--- config.mk ---
export PLATFORM = sky130hd
export DESIGN_NAME = masked_byte_pattern_scanner
export DESIGN_NICKNAME = d
export VERILOG_FILES = /design/src/hw/rtl/mbps_pkg.sv /design/src/hw/rtl/mbps_cfg.sv /design/src/hw/rtl/mbps_scan.sv /design/src/hw/rtl/masked_byte_pattern_scanner.sv
export SDC_FILE = /design/constraint.sdc
export NUM_CORES = 1
export LEC_CHECK = 0
export BUFFER_PORTS_ARGS = -buffer_cell sky130_fd_sc_hd__buf_2
export CORE_ASPECT_RATIO = 0.6
export CORE_MARGIN = 2
export CORE_UTILIZATION = 54
export DETAILED_ROUTE_END_ITERATION = 8
export PLACE_DENSITY_LB_ADDON = 0.15
export SETUP_SLACK_MARGIN = 0.2
export SYNTH_ARGS = -nofsm -noshare
export SYNTH_HDL_FRONTEND = slang
export SYNTH_SLANG_ARGS = --single-unit
--- constraint.sdc ---
create_clock -name clk_i -period 9.5 [get_ports clk_i]
set_input_delay 2.85 -clock clk_i [delete_from_list [all_inputs] [get_ports clk_i]]
set_output_delay 2.85 -clock clk_i [all_outputs]
set_load 0.01 [all_outputs]
--- src/hw/rtl/mbps_pkg.sv ---
// ----------------------------------------------------------------------------
// mbps_pkg: shared types and constants of the masked byte pattern scanner
// Holds the register map, the configuration bundle and the item/result
// records that pass between the scanner's modules.
// ----------------------------------------------------------------------------
package mbps_pkg;

  localparam int unsigned MaxPatternDef = 16;   // default pattern window
  localparam int unsigned PatBytes      = 16;   // pattern bytes with a compare value
  localparam int unsigned AddrW         = 32;
  localparam int unsigned CntW          = 33;   // bytes taken, up to scan length + window
  localparam int unsigned SkipW         = 16;
  localparam int unsigned PlenW         = 5;
  localparam int unsigned CfgDataW      = 64;
  localparam int unsigned CfgIdxW       = 3;

  localparam logic [AddrW-1:0] ScanLenRst = 32'h0050_0000;
  localparam logic [PlenW-1:0] PlenRst    = 5'd1;

  typedef enum logic [CfgIdxW-1:0] {
    RegBaseAddr   = 3'd0,
    RegScanLen    = 3'd1,
    RegPatLow     = 3'd2,
    RegPatHigh    = 3'd3,
    RegCareMask   = 3'd4,
    RegPatLen     = 3'd5,
    RegSkipCount  = 3'd6
  } cfg_reg_e;

  typedef struct packed {
    logic [AddrW-1:0]      base_address;
    logic [AddrW-1:0]      scan_length;
    logic [8*PatBytes-1:0] pattern;        // byte j in bits 8j+7:8j
    logic [PatBytes-1:0]   care_mask;
    logic [PlenW-1:0]      pattern_length;
    logic [SkipW-1:0]      skip_count;
  } cfg_t;

  typedef struct packed {
    logic       valid;
    logic [7:0] data_byte;
    logic       first;
    logic       last;
  } item_t;

  typedef struct packed {
    logic             valid;
    logic             found;
    logic [AddrW-1:0] match_address;
  } result_t;

endpackage

--- src/hw/rtl/mbps_cfg.sv ---
// ----------------------------------------------------------------------------
// mbps_cfg: configuration register file
// Decodes indexed writes into the scanner's setup registers.
// ----------------------------------------------------------------------------
module mbps_cfg import mbps_pkg::*; (
  input  logic                clk_i,
  input  logic                rst_ni,
  input  logic                wr_en_i,
  input  logic [CfgIdxW-1:0]  wr_index_i,
  input  logic [CfgDataW-1:0] wr_data_i,
  output cfg_t                cfg_o
);

  cfg_t cfg_q, cfg_d;

  always_comb begin
    cfg_d = cfg_q;
    if (wr_en_i) begin
      case (cfg_reg_e'(wr_index_i))
        RegBaseAddr:  cfg_d.base_address         = wr_data_i[AddrW-1:0];
        RegScanLen:   cfg_d.scan_length          = wr_data_i[AddrW-1:0];
        RegPatLow:    cfg_d.pattern[63:0]        = wr_data_i;
        RegPatHigh:   cfg_d.pattern[127:64]      = wr_data_i;
        RegCareMask:  cfg_d.care_mask            = wr_data_i[PatBytes-1:0];
        RegPatLen:    cfg_d.pattern_length       = wr_data_i[PlenW-1:0];
        RegSkipCount: cfg_d.skip_count           = wr_data_i[SkipW-1:0];
        default: ;  // unmapped index: drop the write
      endcase
    end
  end

  always_ff @(posedge clk_i or negedge rst_ni) begin
    if (!rst_ni) begin
      cfg_q <= '{base_address:   '0,
                 scan_length:    ScanLenRst,
                 pattern:        '0,
                 care_mask:      '0,
                 pattern_length: PlenRst,
                 skip_count:     '0};
    end else begin
      cfg_q <= cfg_d;
    end
  end

  assign cfg_o = cfg_q;

endmodule

--- src/hw/rtl/mbps_scan.sv ---
// ----------------------------------------------------------------------------
// mbps_scan: window, counters and masked compare
// Judges the window that ends at the current byte and updates scan state.
// ----------------------------------------------------------------------------
module mbps_scan import mbps_pkg::*; #(
  parameter int unsigned MaxPattern = MaxPatternDef
) (
  input  logic    clk_i,
  input  logic    rst_ni,
  input  cfg_t    cfg_i,
  input  item_t   item_i,
  output result_t result_o
);

  localparam int unsigned WinDepth = (MaxPattern > 1) ? MaxPattern - 1 : 1;
  localparam int unsigned LenW     = $clog2(MaxPattern + 1);
  localparam int unsigned SelW     = (MaxPattern > 1) ? $clog2(MaxPattern) : 1;
  localparam int unsigned CmpBytes = (MaxPattern < PatBytes) ? MaxPattern : PatBytes;

  logic [7:0]       window_q [WinDepth];
  logic [7:0]       window_d [WinDepth];
  logic [CntW-1:0]  bytes_q, bytes_d;
  logic [SkipW-1:0] matches_q, matches_d;
  logic             done_q, done_d;

  logic [LenW-1:0]  len;
  logic [7:0]       seq [MaxPattern];   // seq[0] is the current byte, then older
  logic             hit;

  logic [CntW-1:0]  bytes_cur, bytes_n, start_off;
  logic [SkipW-1:0] matches_cur;
  logic             done_cur, len_zero, in_range, last_start, matched, take;

  // Clamp the pattern length into 1..MaxPattern.
  always_comb begin
    if (cfg_i.pattern_length == '0) begin
      len = LenW'(1);
    end else if (32'(cfg_i.pattern_length) > 32'(MaxPattern)) begin
      len = LenW'(MaxPattern);
    end else begin
      len = LenW'(cfg_i.pattern_length);
    end
  end

  always_comb begin
    seq[0] = item_i.data_byte;
    for (int k = 1; k < MaxPattern; k++) begin
      seq[k] = window_q[k-1];
    end
  end

  // Pattern byte j lines up with the byte len-1-j positions back.
  always_comb begin
    logic [LenW-1:0] pos;
    hit = 1'b1;
    for (int j = 0; j < CmpBytes; j++) begin
      pos = len - LenW'(1) - LenW'(j);
      if ((LenW'(j) < len) && cfg_i.care_mask[j] &&
          (seq[pos[SelW-1:0]] != cfg_i.pattern[8*j +: 8])) begin
        hit = 1'b0;
      end
    end
  end

  always_comb begin
    bytes_cur   = item_i.first ? '0 : bytes_q;
    matches_cur = item_i.first ? '0 : matches_q;
    done_cur    = item_i.first ? 1'b0 : done_q;
    bytes_n     = bytes_cur + CntW'(1);
    start_off   = bytes_n - CntW'(len);
    len_zero    = (cfg_i.scan_length == '0);
    in_range    = (bytes_n >= CntW'(len)) && (start_off < CntW'(cfg_i.scan_length));
    last_start  = (start_off + CntW'(1)) == CntW'(cfg_i.scan_length);
    matched     = in_range && hit;
    take        = matched && (matches_cur >= cfg_i.skip_count);

    result_o.valid = item_i.valid && !done_cur &&
                     (len_zero || take || (in_range && last_start) || item_i.last);
    result_o.found = !len_zero && take;
    result_o.match_address = result_o.found ?
                             cfg_i.base_address + start_off[AddrW-1:0] : '0;
  end

  always_comb begin
    bytes_d   = bytes_q;
    matches_d = matches_q;
    done_d    = done_q;
    window_d  = window_q;
    if (item_i.valid && !done_cur) begin
      bytes_d     = bytes_n;
      matches_d   = (matched && !take) ? matches_cur + SkipW'(1) : matches_cur;
      done_d      = result_o.valid;
      window_d[0] = item_i.data_byte;
      for (int k = 1; k < WinDepth; k++) begin
        window_d[k] = item_i.first ? 8'h00 : window_q[k-1];
      end
    end
  end

  always_ff @(posedge clk_i or negedge rst_ni) begin
    if (!rst_ni) begin
      bytes_q   <= '0;
      matches_q <= '0;
      done_q    <= 1'b1;
    end else begin
      bytes_q   <= bytes_d;
      matches_q <= matches_d;
      done_q    <= done_d;
    end
  end

  always_ff @(posedge clk_i) begin
    window_q <= window_d;
  end

endmodule

--- src/hw/rtl/masked_byte_pattern_scanner.sv ---
// ----------------------------------------------------------------------------
// masked_byte_pattern_scanner: byte stream search for a masked pattern
// Path: an accepted byte waits in the input register and is judged as it moves on;
//   its result is loaded into the result register and appears on the master side.
//   A stalled result register keeps the next byte waiting in the input register.
// Throughput: one byte per cycle while results are taken on the master side;
//   the masked compare over the window and the offset compare set the pace.
// Reset: asynchronous, active low; the scanner comes up idle, ignoring bytes
//   until one flagged first, with the registers at their documented values.
// ----------------------------------------------------------------------------
module masked_byte_pattern_scanner import mbps_pkg::*; #(
  parameter int unsigned MaxPattern = MaxPatternDef
) (
  input  logic                clk_i,
  input  logic                rst_ni,
  // byte stream in
  input  logic                s_axis_tvalid,
  output logic                s_axis_tready,
  input  logic [7:0]          s_axis_tdata,    // [7:0] data_byte
  input  logic                s_axis_tuser,    // [0] first
  input  logic                s_axis_tlast,    // last byte of the scan
  // search result out
  output logic                m_axis_tvalid,
  input  logic                m_axis_tready,
  output logic [AddrW-1:0]    m_axis_tdata,    // [31:0] match_address
  output logic                m_axis_tuser,    // [0] found
  // configuration writes
  input  logic                cfg_valid_i,
  output logic                cfg_ready_o,
  input  logic [CfgIdxW-1:0]  cfg_index_i,
  input  logic [CfgDataW-1:0] cfg_data_i
);

  cfg_t    cfg;
  item_t   scan_item;
  result_t scan_res;

  // Input register: holds one accepted byte until the scan core takes it.
  logic       in_v_q, in_v_d;
  logic [7:0] in_byte_q;
  logic       in_first_q, in_last_q;

  // Result register: parts the core from a stalled consumer.
  logic             out_v_q, out_v_d;
  logic             out_found_q;
  logic [AddrW-1:0] out_addr_q;

  logic advance;
  logic in_xfer;

  // Configuration writes are always taken.
  assign cfg_ready_o = 1'b1;

  mbps_cfg u_cfg (
    .clk_i      (clk_i),
    .rst_ni     (rst_ni),
    .wr_en_i    (cfg_valid_i),
    .wr_index_i (cfg_index_i),
    .wr_data_i  (cfg_data_i),
    .cfg_o      (cfg)
  );

  // Advance the held byte whenever the result register is free or draining.
  assign advance       = in_v_q && (!out_v_q || m_axis_tready);
  assign s_axis_tready = !in_v_q || advance;
  assign in_xfer       = s_axis_tvalid && s_axis_tready;

  always_comb begin
    scan_item.valid     = advance;
    scan_item.data_byte = in_byte_q;
    scan_item.first     = in_first_q;
    scan_item.last      = in_last_q;
  end

  mbps_scan #(
    .MaxPattern (MaxPattern)
  ) u_scan (
    .clk_i    (clk_i),
    .rst_ni   (rst_ni),
    .cfg_i    (cfg),
    .item_i   (scan_item),
    .result_o (scan_res)
  );

  always_comb begin
    in_v_d = in_v_q;
    if (in_xfer) begin
      in_v_d = 1'b1;
    end else if (advance) begin
      in_v_d = 1'b0;
    end
  end

  // Load a new result on advance; otherwise drop the old one once transferred.
  always_comb begin
    out_v_d = out_v_q;
    if (advance) begin
      out_v_d = scan_res.valid;
    end else if (m_axis_tready) begin
      out_v_d = 1'b0;
    end
  end

  always_ff @(posedge clk_i or negedge rst_ni) begin
    if (!rst_ni) begin
      in_v_q  <= 1'b0;
      out_v_q <= 1'b0;
    end else begin
      in_v_q  <= in_v_d;
      out_v_q <= out_v_d;
    end
  end

  always_ff @(posedge clk_i) begin
    if (in_xfer) begin
      in_byte_q  <= s_axis_tdata;
      in_first_q <= s_axis_tuser;
      in_last_q  <= s_axis_tlast;
    end
    if (advance && scan_res.valid) begin
      out_found_q <= scan_res.found;
      out_addr_q  <= scan_res.match_address;
    end
  end

  assign m_axis_tvalid = out_v_q;
  assign m_axis_tuser  = out_found_q;
  assign m_axis_tdata  = out_addr_q;

endmodule

==> impl_metrics.env, run 1 <==
export IMPL_hold_class="reg2reg"
export IMPL_fin_total_pwr_mw=11.0
export IMPL_antenna_cells=0
export IMPL_yosys_warnings=0
export IMPL_dr_total_vias=23800
export IMPL_overflow=0
export IMPL_fp_row_count=68
export IMPL_antenna_found_initial=1
export IMPL_fin_nets=3050
export IMPL_area_delta_synth_final_pct=8.84
export IMPL_cts_tree="yes"
export IMPL_drt_pass1_iter_count=6
export IMPL_die_h_um=191
export IMPL_critPathCaptureType="flop"
export IMPL_max_freq_ghz=0.118
export IMPL_min_period_ns=8.45
export IMPL_gr_usage_met2_pct=42.8
export IMPL_viasPerCell=6.47
export IMPL_core_area_mm2=0.0576
export IMPL_fin_crit_sh_pct=89.0
export IMPL_worst_path_largest_cell_delay_ns=0.74
export IMPL_cts_resized_gates=0
export IMPL_finalSetupTns_ns=0
export IMPL_syn_instance_count=2826
export IMPL_synthArstFlopShare_pct=63.3
export IMPL_powerDensity_mw_per_mm2=321
export IMPL_synth_edf_count=163
export IMPL_cp_max_fo=33
export IMPL_top_usage_layer="met1"
export IMPL_cts_clk_slew_worst_paths_ns=0.06
export IMPL_die_area_mm2=0.0604
export IMPL_yosysTopAreaCellShare_pct=22.0
export IMPL_hpwl_mm=73.9
export IMPL_synth_net_count=3004
export IMPL_drv_slew=0
export IMPL_hold_depth=1
export IMPL_use_met3_pct=16.8
export IMPL_maxCapViolCount=0
export IMPL_r2r_slack_ns=1.05
export IMPL_grt_pass1_vias=22900
export IMPL_hold_viol=0
export IMPL_layout_common_cells="dfrtp_1, mux2i_1, nand2_1"
export IMPL_wl_per_cell_um=27.0
export IMPL_status="complete, no violations"
export IMPL_postCtsSetupBuffers=0
export IMPL_io_pins=118
export IMPL_final_common_cell="dfrtp_1"
export IMPL_critPathTopFamily="simple AND/OR/NAND/NOR gates"
export IMPL_criticalPathCategory="reg2reg"
export IMPL_worst_clock_skew_ns=0.0255
export IMPL_critical_path_buf_inv_count=0
export IMPL_syn_avg_cell_area_um2=11.2
export IMPL_dp_cells=3594
export IMPL_leakagePower_nw=14.0
export IMPL_instances_no_fill=3678
export IMPL_grt_pass1_wl_mm=148
export IMPL_synth_area_leaders="dfrtp_1, edfxtp_1, mux4_2"
export IMPL_ctsRootBufferMaster="clkbuf_16"
export IMPL_critPathRequiredTime_ns=9.72
export IMPL_slowest_stage="nor4_2"
export IMPL_initial_utilization_pct=54.7
export IMPL_final_util_pct=59.6
export IMPL_crit_arrival_ns=8.68
export IMPL_clock_latency_ns=0.62
export IMPL_worst_path_stages=25
export IMPL_fin_ws_ns=1.05
export IMPL_cts_htree_levels=2
export IMPL_die_w_um=316
export IMPL_yosysSeqAreaShare_pct=37.9
export IMPL_start_kind="flop"
export IMPL_postCtsHoldBufs=0
export IMPL_synth_top_area_cell="dfrtp_1"
export IMPL_pre_cts_ws_ns=1.25
export IMPL_cts_buffers_inserted=46
export IMPL_netlist_cell_type_count=100
export IMPL_max_slew_worst_pin_slew_ns=1.18
export IMPL_nFillCells=4749
export IMPL_numClockSinks=444
export IMPL_netlist_area_mm2=0.0315
export IMPL_ys_seq_elements=444
export IMPL_setup_viol=0
export IMPL_grtUsageTotal_pct=33.2
export IMPL_grt_max_degree=142
export IMPL_first_iter_violations=2672
export IMPL_cts_max_path_buffers=3
export IMPL_io_buffers=116
export IMPL_slew_headroom_pct=20.9
export IMPL_gr_usage_met1_pct=48.6
export IMPL_drive_above_1_share_pct=21.9
export IMPL_place_congestion=0.936
export IMPL_drcViolationCount=0
export IMPL_drtAntennaViolNets=0
export IMPL_ir_worst_vdd_v=0.000180
export IMPL_synth_main_ff_cell="dfrtp_1"
export IMPL_rsz0062_at_grt="no"
export IMPL_wl_mm=99.3
export IMPL_rr_worst_depth=25
## metal layers
layer | vias up | wire length [µm]
met2 | 1095 | 38200
met5 | - | 0
met1 | 12000 | 44400
li1 | 10600 | -
met3 | 132 | 14500
met4 | 0 | 2170
## cell type report
type	instances	area [µm²]	share of cell area (%)
inverter	85	327	0.952
clock buffer	65	1290	3.77
sequential	444	11900	34.8
clock inverter	19	201	0.587
tap	770	963	2.81
timing repair buffer	153	881	2.57
multi-input combinational	2142	18700	54.5
## cell usage after synthesis, types with 35 or more instances
cell,number
nand3_1,64
xor2_1,51
xnor2_1,207
nor2b_1,161
clkbuf_1,88
dfrtp_1,277
nand4_1,44
inv_1,78
buf_2,35
nor2_1,69
ha_1,94
mux4_2,149
edfxtp_1,163
mux2_2,208
nand2_1,237
nor3_1,53
mux2i_1,260
o21ai_0,99
a21oi_1,68
## logic make-up after synthesis
kind of cell	after synthesis	synth area share, %
AOI/OAI and AO/OA	329	6.78
xor gates and xnor gates	263	7.49
adders and majority gates	96	3.86
buffers and inverters	240	3.11
DFF	444	37.9
muxes	618	26.4
other	1	0.0119
and+or+nand+nor	835	14.5
## power breakdown
part / internal (mW) / switching (mW)
logic: 2.77 / 3.67
clock network: 1.06 / 0.827
registers: 2.35 / 0.336
total: 6.18 / 4.83
## sequential cells by signal, summed over array words and instances, names as in the netlist
| register | flops |
|---|---|
| u_cfg.cfg_o | 229 |
| u_scan.seq | 120 |
| u_scan.bytes_q | 33 |
| m_axis_tdata | 32 |
| u_scan.matches_q | 16 |
| in_byte_q | 8 |
| in_first_q | 1 |
| in_last_q | 1 |
| in_v_q | 1 |
| m_axis_tuser | 1 |
| m_axis_tvalid | 1 |
| u_scan.done_q | 1 |
## stage by stage
| step | hold slack (ns) | cell area (µm²) |
|---|---|---|
| floorplan | 0.443 | 31500 |
| global placement | 0.460 | 32800 |
| detailed placement | 0.492 | 32800 |
| finish | 0.505 | 34300 |
| global route | 0.523 | 34300 |
| CTS | 0.500 | 34300 |
## path summary, 6_finish.rpt
kind	start	end
hold reg to reg	u_cfg.cfg_o[24]$_DFFE_PN0P_	u_cfg.cfg_o[24]$_DFFE_PN0P_
setup / recovery	in_first_q$_DFFE_PP_	m_axis_tdata[3]$_SDFFCE_PN0P_
max in group asynchronous	rst_ni	u_scan.bytes_q[5]$_DFFE_PN0P_
hold / removal	u_cfg.cfg_o[24]$_DFFE_PN0P_	u_cfg.cfg_o[24]$_DFFE_PN0P_
min in group asynchronous	rst_ni	u_cfg.cfg_o[72]$_DFFE_PN0P_
setup reg to reg	in_first_q$_DFFE_PP_	m_axis_tdata[3]$_SDFFCE_PN0P_
Power figures use the tool's default switching activity.
==> run 2: changes to the inputs <==
==> constraint.sdc (replaced) <==
create_clock -name clk_i -period 9.5 [get_ports clk_i]
set_input_delay 0.475 -clock clk_i [delete_from_list [all_inputs] [get_ports clk_i]]
set_output_delay 0.475 -clock clk_i [all_outputs]
set_load 0.01 [all_outputs]
==> run 2 against run 1 <==
Clock power is 3% higher. First-iteration DRC count rose by 9.2%. Core utilization up 0.13 points. Worst hold slack got worse by 0.47 ns. Largest cell class unchanged. Die area unchanged. Critical endpoint is now m_axis_tdata[0]$_SDFFCE_PN0P_. Power grew 0.15%. Design area rose by 0.22%. Sequential cell count stayed put. Sequential share of layout area fell by 0.077 points. Clock-buffer cell count shrank 5.
==> impl_metrics.env, run 2 (synthesized netlist as in run 1, its figures left out) <==
export IMPL_cts_buffers_inserted=45
export IMPL_drcViolationCount=0
export IMPL_finalSetupTns_ns=0
export IMPL_use_met3_pct=12.6
export IMPL_hold_viol=0
export IMPL_ir_worst_vdd_v=0.000166
export IMPL_grt_pass1_vias=22900
export IMPL_cts_tree="yes"
export IMPL_wl_mm=99.0
export IMPL_grt_max_degree=80
export IMPL_antenna_found_initial=2
export IMPL_p_int_mw=6.21
export IMPL_die_h_um=191
export IMPL_grt_pass1_wl_mm=149
export IMPL_placed_area_mm2=0.0328
export IMPL_min_period_ns=8.58
export IMPL_start_kind="flop"
export IMPL_cp_max_fo=33
export IMPL_drt_pass1_iter_count=5
export IMPL_area_delta_synth_final_pct=9.08
export IMPL_status="complete, no violations"
export IMPL_viasPerCell=6.53
export IMPL_critPathCaptureType="flop"
export IMPL_core_area_mm2=0.0576
export IMPL_overflow=0
export IMPL_max_slew_worst_pin_slew_ns=1.26
export IMPL_drv_slew=0
export IMPL_startpoint="in_first_q$_DFFE_PP_"
export IMPL_leakagePower_nw=14.1
export IMPL_first_iter_violations=2919
export IMPL_die_w_um=316
export IMPL_p_clk_share_pct=17.6
export IMPL_share_comb_of_total_power_pct=58.1
export IMPL_gr_usage_met1_pct=51.5
export IMPL_drive_above_1_share_pct=22.2
export IMPL_powerDensity_mw_per_mm2=321
export IMPL_switchingPower_mw=4.82
export IMPL_criticalPathCategory="reg2reg"
export IMPL_io_buffers=116
export IMPL_cts_clk_slew_worst_paths_ns=0.07
export IMPL_clock_latency_ns=0.62
export IMPL_io_pins=118
export IMPL_postCtsSetupBuffers=0
export IMPL_fp_row_count=68
export IMPL_seqPwrFrac_pct=24.3
export IMPL_largest_reg_flops=229
export IMPL_cts_max_path_buffers=3
export IMPL_swShare_pct=43.7
export IMPL_dr_total_vias=24100
export IMPL_fin_nets=3051
export IMPL_layout_common_cells="dfrtp_1, mux2i_1, nand2_1"
export IMPL_cts_htree_levels=2
export IMPL_setup_viol=0
export IMPL_hpwl_mm=73.7
export IMPL_numClockSinks=444
export IMPL_critPathRequiredTime_ns=9.73
export IMPL_max_freq_ghz=0.116
export IMPL_wl_per_cell_um=26.9
export IMPL_hold_class="in2reg"
export IMPL_slew_headroom_pct=15.7
export IMPL_gr_usage_met2_pct=43.1
export IMPL_ctsRootBufferMaster="clkbuf_16"
export IMPL_min_from="s_axis_tdata[7]"
export IMPL_worst_clock_skew_ns=0.0177
export IMPL_final_area_mm2=0.0344
export IMPL_crit_arrival_ns=8.81
export IMPL_drtAntennaViolNets=0
export IMPL_rsz0062_at_grt="no"
export IMPL_initial_utilization_pct=54.7
export IMPL_fin_crit_sh_pct=90.4
export IMPL_top_usage_layer="met1"
export IMPL_final_common_cell="dfrtp_1"
export IMPL_maxCapViolCount=0
export IMPL_grtUsageTotal_pct=33.1
export IMPL_place_congestion=0.936
export IMPL_die_area_mm2=0.0604
export IMPL_reg2reg_from="in_first_q$_DFFE_PP_"
run 2: final timing paths:
path | to | slack [ns] | cells past startpoint
setup / recovery | m_axis_tdata[0]$_SDFFCE_PN0P_ | 0.92 | 25
hold / removal | in_byte_q[7]$_DFFE_PP_ | 0.03 | 1
setup reg to reg | m_axis_tdata[0]$_SDFFCE_PN0P_ | 0.92 | 25
hold reg to reg | u_scan.matches_q[8]$_DFFE_PN0P_ | 0.49 | 1
max in group asynchronous | u_cfg.cfg_o[98]$_DFFE_PN0P_ | 6.86 | 4
min in group asynchronous | u_cfg.cfg_o[72]$_DFFE_PN0P_ | 0.46 | 2
run 2: layout make-up:
cell class              count  area (µm²)
inverters                  85         327
diodes                      2        5.00
clock buffers              60        1330
flip-flops and latches    444       11900
repair buffers            155         886
fillers                  4749       23200
well taps                 770         963
multi-input cells        2142       18700
clock inverters            24         235
run 2: through the flow:
stage,hold slack (ns),setup WS [ns],util [%],std cells,power [mW]
after floorplan,0.179,1.39,-,2826,7.14
after global placement,0.460,1.67,57.0,3595,8.77
after detailed placement,0.478,1.16,57.0,3595,8.92
after CTS,0.0188,1.09,59.7,3680,10.9
after global routing,0.0341,0.391,59.7,3680,11.6
final,0.0341,0.915,59.7,3682,11.0
run 2: per-layer routing:
layer | routed length [µm] | share of wire, % | vias to the layer above
met5 | 0 | 0 | -
met4 | 1870 | 1.9 | 0
met3 | 13300 | 13 | 120
met2 | 38200 | 39 | 1169
met1 | 45600 | 46 | 12200
li1 | - | - | 10600
run 2: critical path: stages, from the launching register on:
cell	delay, ns
edfxtp_1	0.71
nor2b_1	0.34
ha_1	0.36
nand3_1	0.13
xor2_1	0.17
nor2_1	0.08
ha_1	0.40
and3_1	0.20
a221oi_1	0.31
nand3_1	0.27
nor4_2	0.77
nand3_1	0.43
nor4_4	0.39
nand2_1	0.11
xor2_1	0.50
ha_1	0.36
nand4_1	0.17
nor4_1	0.08
o21ai_0	0.14
a31oi_1	0.15
nor3_1	0.30
o2111a_1	0.22
nor4bb_1	0.32
nand4bb_1	0.19
a2111o_1	0.39
nand2_2	0.69
run 2: power groups by stage:
| stage | sequential, mW | clock [mW] | combinational [mW] |
|---|---|---|---|
| after floorplan | 2.57 | 0 | 4.57 |
| after global placement | 2.69 | 0 | 6.08 |
| after detailed placement | 2.70 | 0 | 6.21 |
| after CTS | 2.67 | 1.96 | 6.26 |
| after global routing | 2.72 | 2.05 | 6.82 |
| final | 2.68 | 1.94 | 6.40 |
run 2: repair_timing:
action                                  CTS  global route
hold endpoints to repair                 77             0
hold buffers                              1             0
gates resized for setup                   0             0
endpoints found under the setup margin    0             0
==> run 3: changes to the inputs <==
CORE_ASPECT_RATIO = not set   (was 0.6)
==> run 3 against run 2 <==
Clock skew is 0.0063 ns higher. Die area decreased by 0.11%. Critical endpoint is now m_axis_tdata[27]$_SDFFCE_PN0P_. Highest routed layer unchanged. Worst hold slack improved by 0.0012 ns. Wire length fell by 3.0%.
==> impl_metrics.env, run 3 (synthesized netlist as in run 1, its figures left out) <==
export IMPL_grt_max_degree=112
export IMPL_first_iter_violations=2088
export IMPL_hold_class="in2reg"
export IMPL_clock_latency_ns=0.62
export IMPL_finalSetupTns_ns=0
export IMPL_critPathCaptureType="flop"
export IMPL_die_area_mm2=0.0603
export IMPL_crit_arrival_ns=8.45
export IMPL_area_delta_synth_final_pct=9.38
export IMPL_numClockSinks=444
export IMPL_whs_ns=0.0353
export IMPL_grt_pass1_vias=23500
export IMPL_grt_pass1_wl_mm=146
export IMPL_cts_resized_gates=0
export IMPL_status="complete, no violations"
export IMPL_leakagePower_nw=14.1
export IMPL_core_area_mm2=0.0577
export IMPL_slowest_stage="nor4_2"
export IMPL_overflow=0
export IMPL_worst_clock_skew_ns=0.0240
export IMPL_drv_slew=0
export IMPL_rsz0062_at_grt="no"
export IMPL_criticalPathCategory="reg2reg"
export IMPL_dr_total_vias=23500
export IMPL_ir_worst_vdd_v=0.000176
export IMPL_powerDensity_mw_per_mm2=315
export IMPL_drtAntennaViolNets=0
export IMPL_layout_common_cells="dfrtp_1, mux2i_1, nand2_1"
export IMPL_die_w_um=246
export IMPL_fin_nets=3056
export IMPL_fin_crit_sh_pct=86.5
export IMPL_final_common_cell="dfrtp_1"
export IMPL_fin_total_pwr_mw=10.8
export IMPL_largest_reg_flops=229
export IMPL_fp_row_count=88
export IMPL_die_h_um=246
export IMPL_place_congestion=0.954
export IMPL_io_pins=118
export IMPL_cts_buffers_inserted=51
export IMPL_critPathRequiredTime_ns=9.74
export IMPL_crit_top_cell="buf_4"
export IMPL_grtUsageTotal_pct=32.1
export IMPL_io_buffers=116
export IMPL_drcViolationCount=0
export IMPL_cts_max_path_buffers=3
export IMPL_instances_no_fill=3686
export IMPL_max_freq_ghz=0.122
export IMPL_slew_headroom_pct=19.4
export IMPL_antenna_found_initial=4
export IMPL_hpwl_mm=71.9
export IMPL_worst_path_largest_cell_delay_ns=0.71
export IMPL_cp_max_fo=33
export IMPL_drive_above_1_share_pct=22.2
export IMPL_dp_cells=3589
export IMPL_wl_mm=96.0
export IMPL_cts_clk_slew_worst_paths_ns=0.07
export IMPL_viasPerCell=6.38
export IMPL_ctsRootBufferMaster="clkbuf_16"
export IMPL_initial_utilization_pct=54.6
export IMPL_min_period_ns=8.22
export IMPL_drt_pass1_iter_count=6
export IMPL_cts_tree="yes"
export IMPL_hold_viol=0
export IMPL_maxCapViolCount=0
export IMPL_cts_htree_levels=2
export IMPL_start_kind="flop"
export IMPL_max_slew_worst_pin_slew_ns=1.21
export IMPL_setup_viol=0
export IMPL_wl_per_cell_um=26.0
## run 3: cell types whose count changed in the layout (fill, tap and decap cells not counted)
| cell | before | now |
|---|---|---|
| nand2_1 | 236 | 237 |
| inv_4 | 4 | 3 |
| buf_4 | 38 | 37 |
| clkinvlp_4 | 4 | 2 |
| clkbuf_8 | 6 | 9 |
| clkbuf_1 | 5 | 11 |
| clkinv_1 | 4 | 5 |
| diode_2 | 2 | 1 |
| clkinv_2 | 10 | 12 |
| inv_6 | 1 | 0 |
| bufinv_16 | 4 | 2 |
| nand2_2 | 1 | 0 |
| clkbuf_16 | 49 | 54 |
## run 3: power breakdown
part	switching, mW	internal, mW	total, mW
sequential	0.344	2.35	2.69
combinational	3.40	2.76	6.16
clock	0.840	1.16	2.00
total	4.58	6.27	10.8
## run 3: path summary, 6_finish.rpt
path,from,endpoint,slack (ns),depth (start not counted)
setup / recovery,u_cfg.cfg_o[18]$_DFFE_PN0P_,m_axis_tdata[27]$_SDFFCE_PN0P_,1.28,25
hold / removal,s_axis_tdata[1],in_byte_q[1]$_DFFE_PP_,0.04,1
setup reg to reg,u_cfg.cfg_o[18]$_DFFE_PN0P_,m_axis_tdata[27]$_SDFFCE_PN0P_,1.28,25
hold reg to reg,u_scan.matches_q[8]$_DFFE_PN0P_,u_scan.matches_q[8]$_DFFE_PN0P_,0.48,1
max in group asynchronous,rst_ni,u_cfg.cfg_o[90]$_DFFE_PN0P_,6.63,4
min in group asynchronous,rst_ni,u_cfg.cfg_o[14]$_DFFE_PN0P_,0.47,2
## run 3: stage by stage
step / cell area [µm²] / utilization (%) / setup slack [ns]
2_1_floorplan: 31500 / - / 1.39
3_3_place_gp: 32800 / 56.8 / 1.60
3_5_place_dp: 32800 / 56.8 / 1.41
4_1_cts: 34500 / 59.8 / 1.38
5_1_grt: 34500 / 59.8 / 0.780
6_report: 34500 / 59.8 / 1.28
## run 3: metal layers
layer | global-route usage (%) | part of all wire [%] | up-vias
li1 | - | - | 10600
met1 | 41.1 | 40 | 11900
met2 | 53.0 | 48 | 863
met3 | 3.87 | 5.7 | 224
met4 | 17.9 | 6.2 | 0
met5 | 0 | 0 | -
## run 3: cell type report
| cell class | instances | area, µm² |
|---|---|---|
| fillers | 4696 | 23200 |
| multi-input cells | 2142 | 18700 |
| flip-flops and latches | 444 | 11900 |
| clock buffers | 74 | 1520 |
| well taps | 765 | 957 |
| repair buffers | 154 | 878 |
| inverters | 85 | 327 |
| clock inverters | 21 | 159 |
| diodes | 1 | 2.50 |
## run 3: repair_timing
action / in CTS / in global routing
endpoints found under the hold margin: 91 / 0
buffers inserted: 0 / 0
hold buffers: 1 / 0
## run 3: worst max-delay path: cells and delay by family, from the launching register on
| kind | cells | cell delay (ns) |
|---|---|---|
| buf+inv | 4 | 1.09 |
| simple gates | 13 | 3.43 |
| xor+xnor | 1 | 0.57 |
| fa+ha+maj | 2 | 0.76 |
| compound gates | 5 | 1.25 |
| flops | 1 | 0.66 |
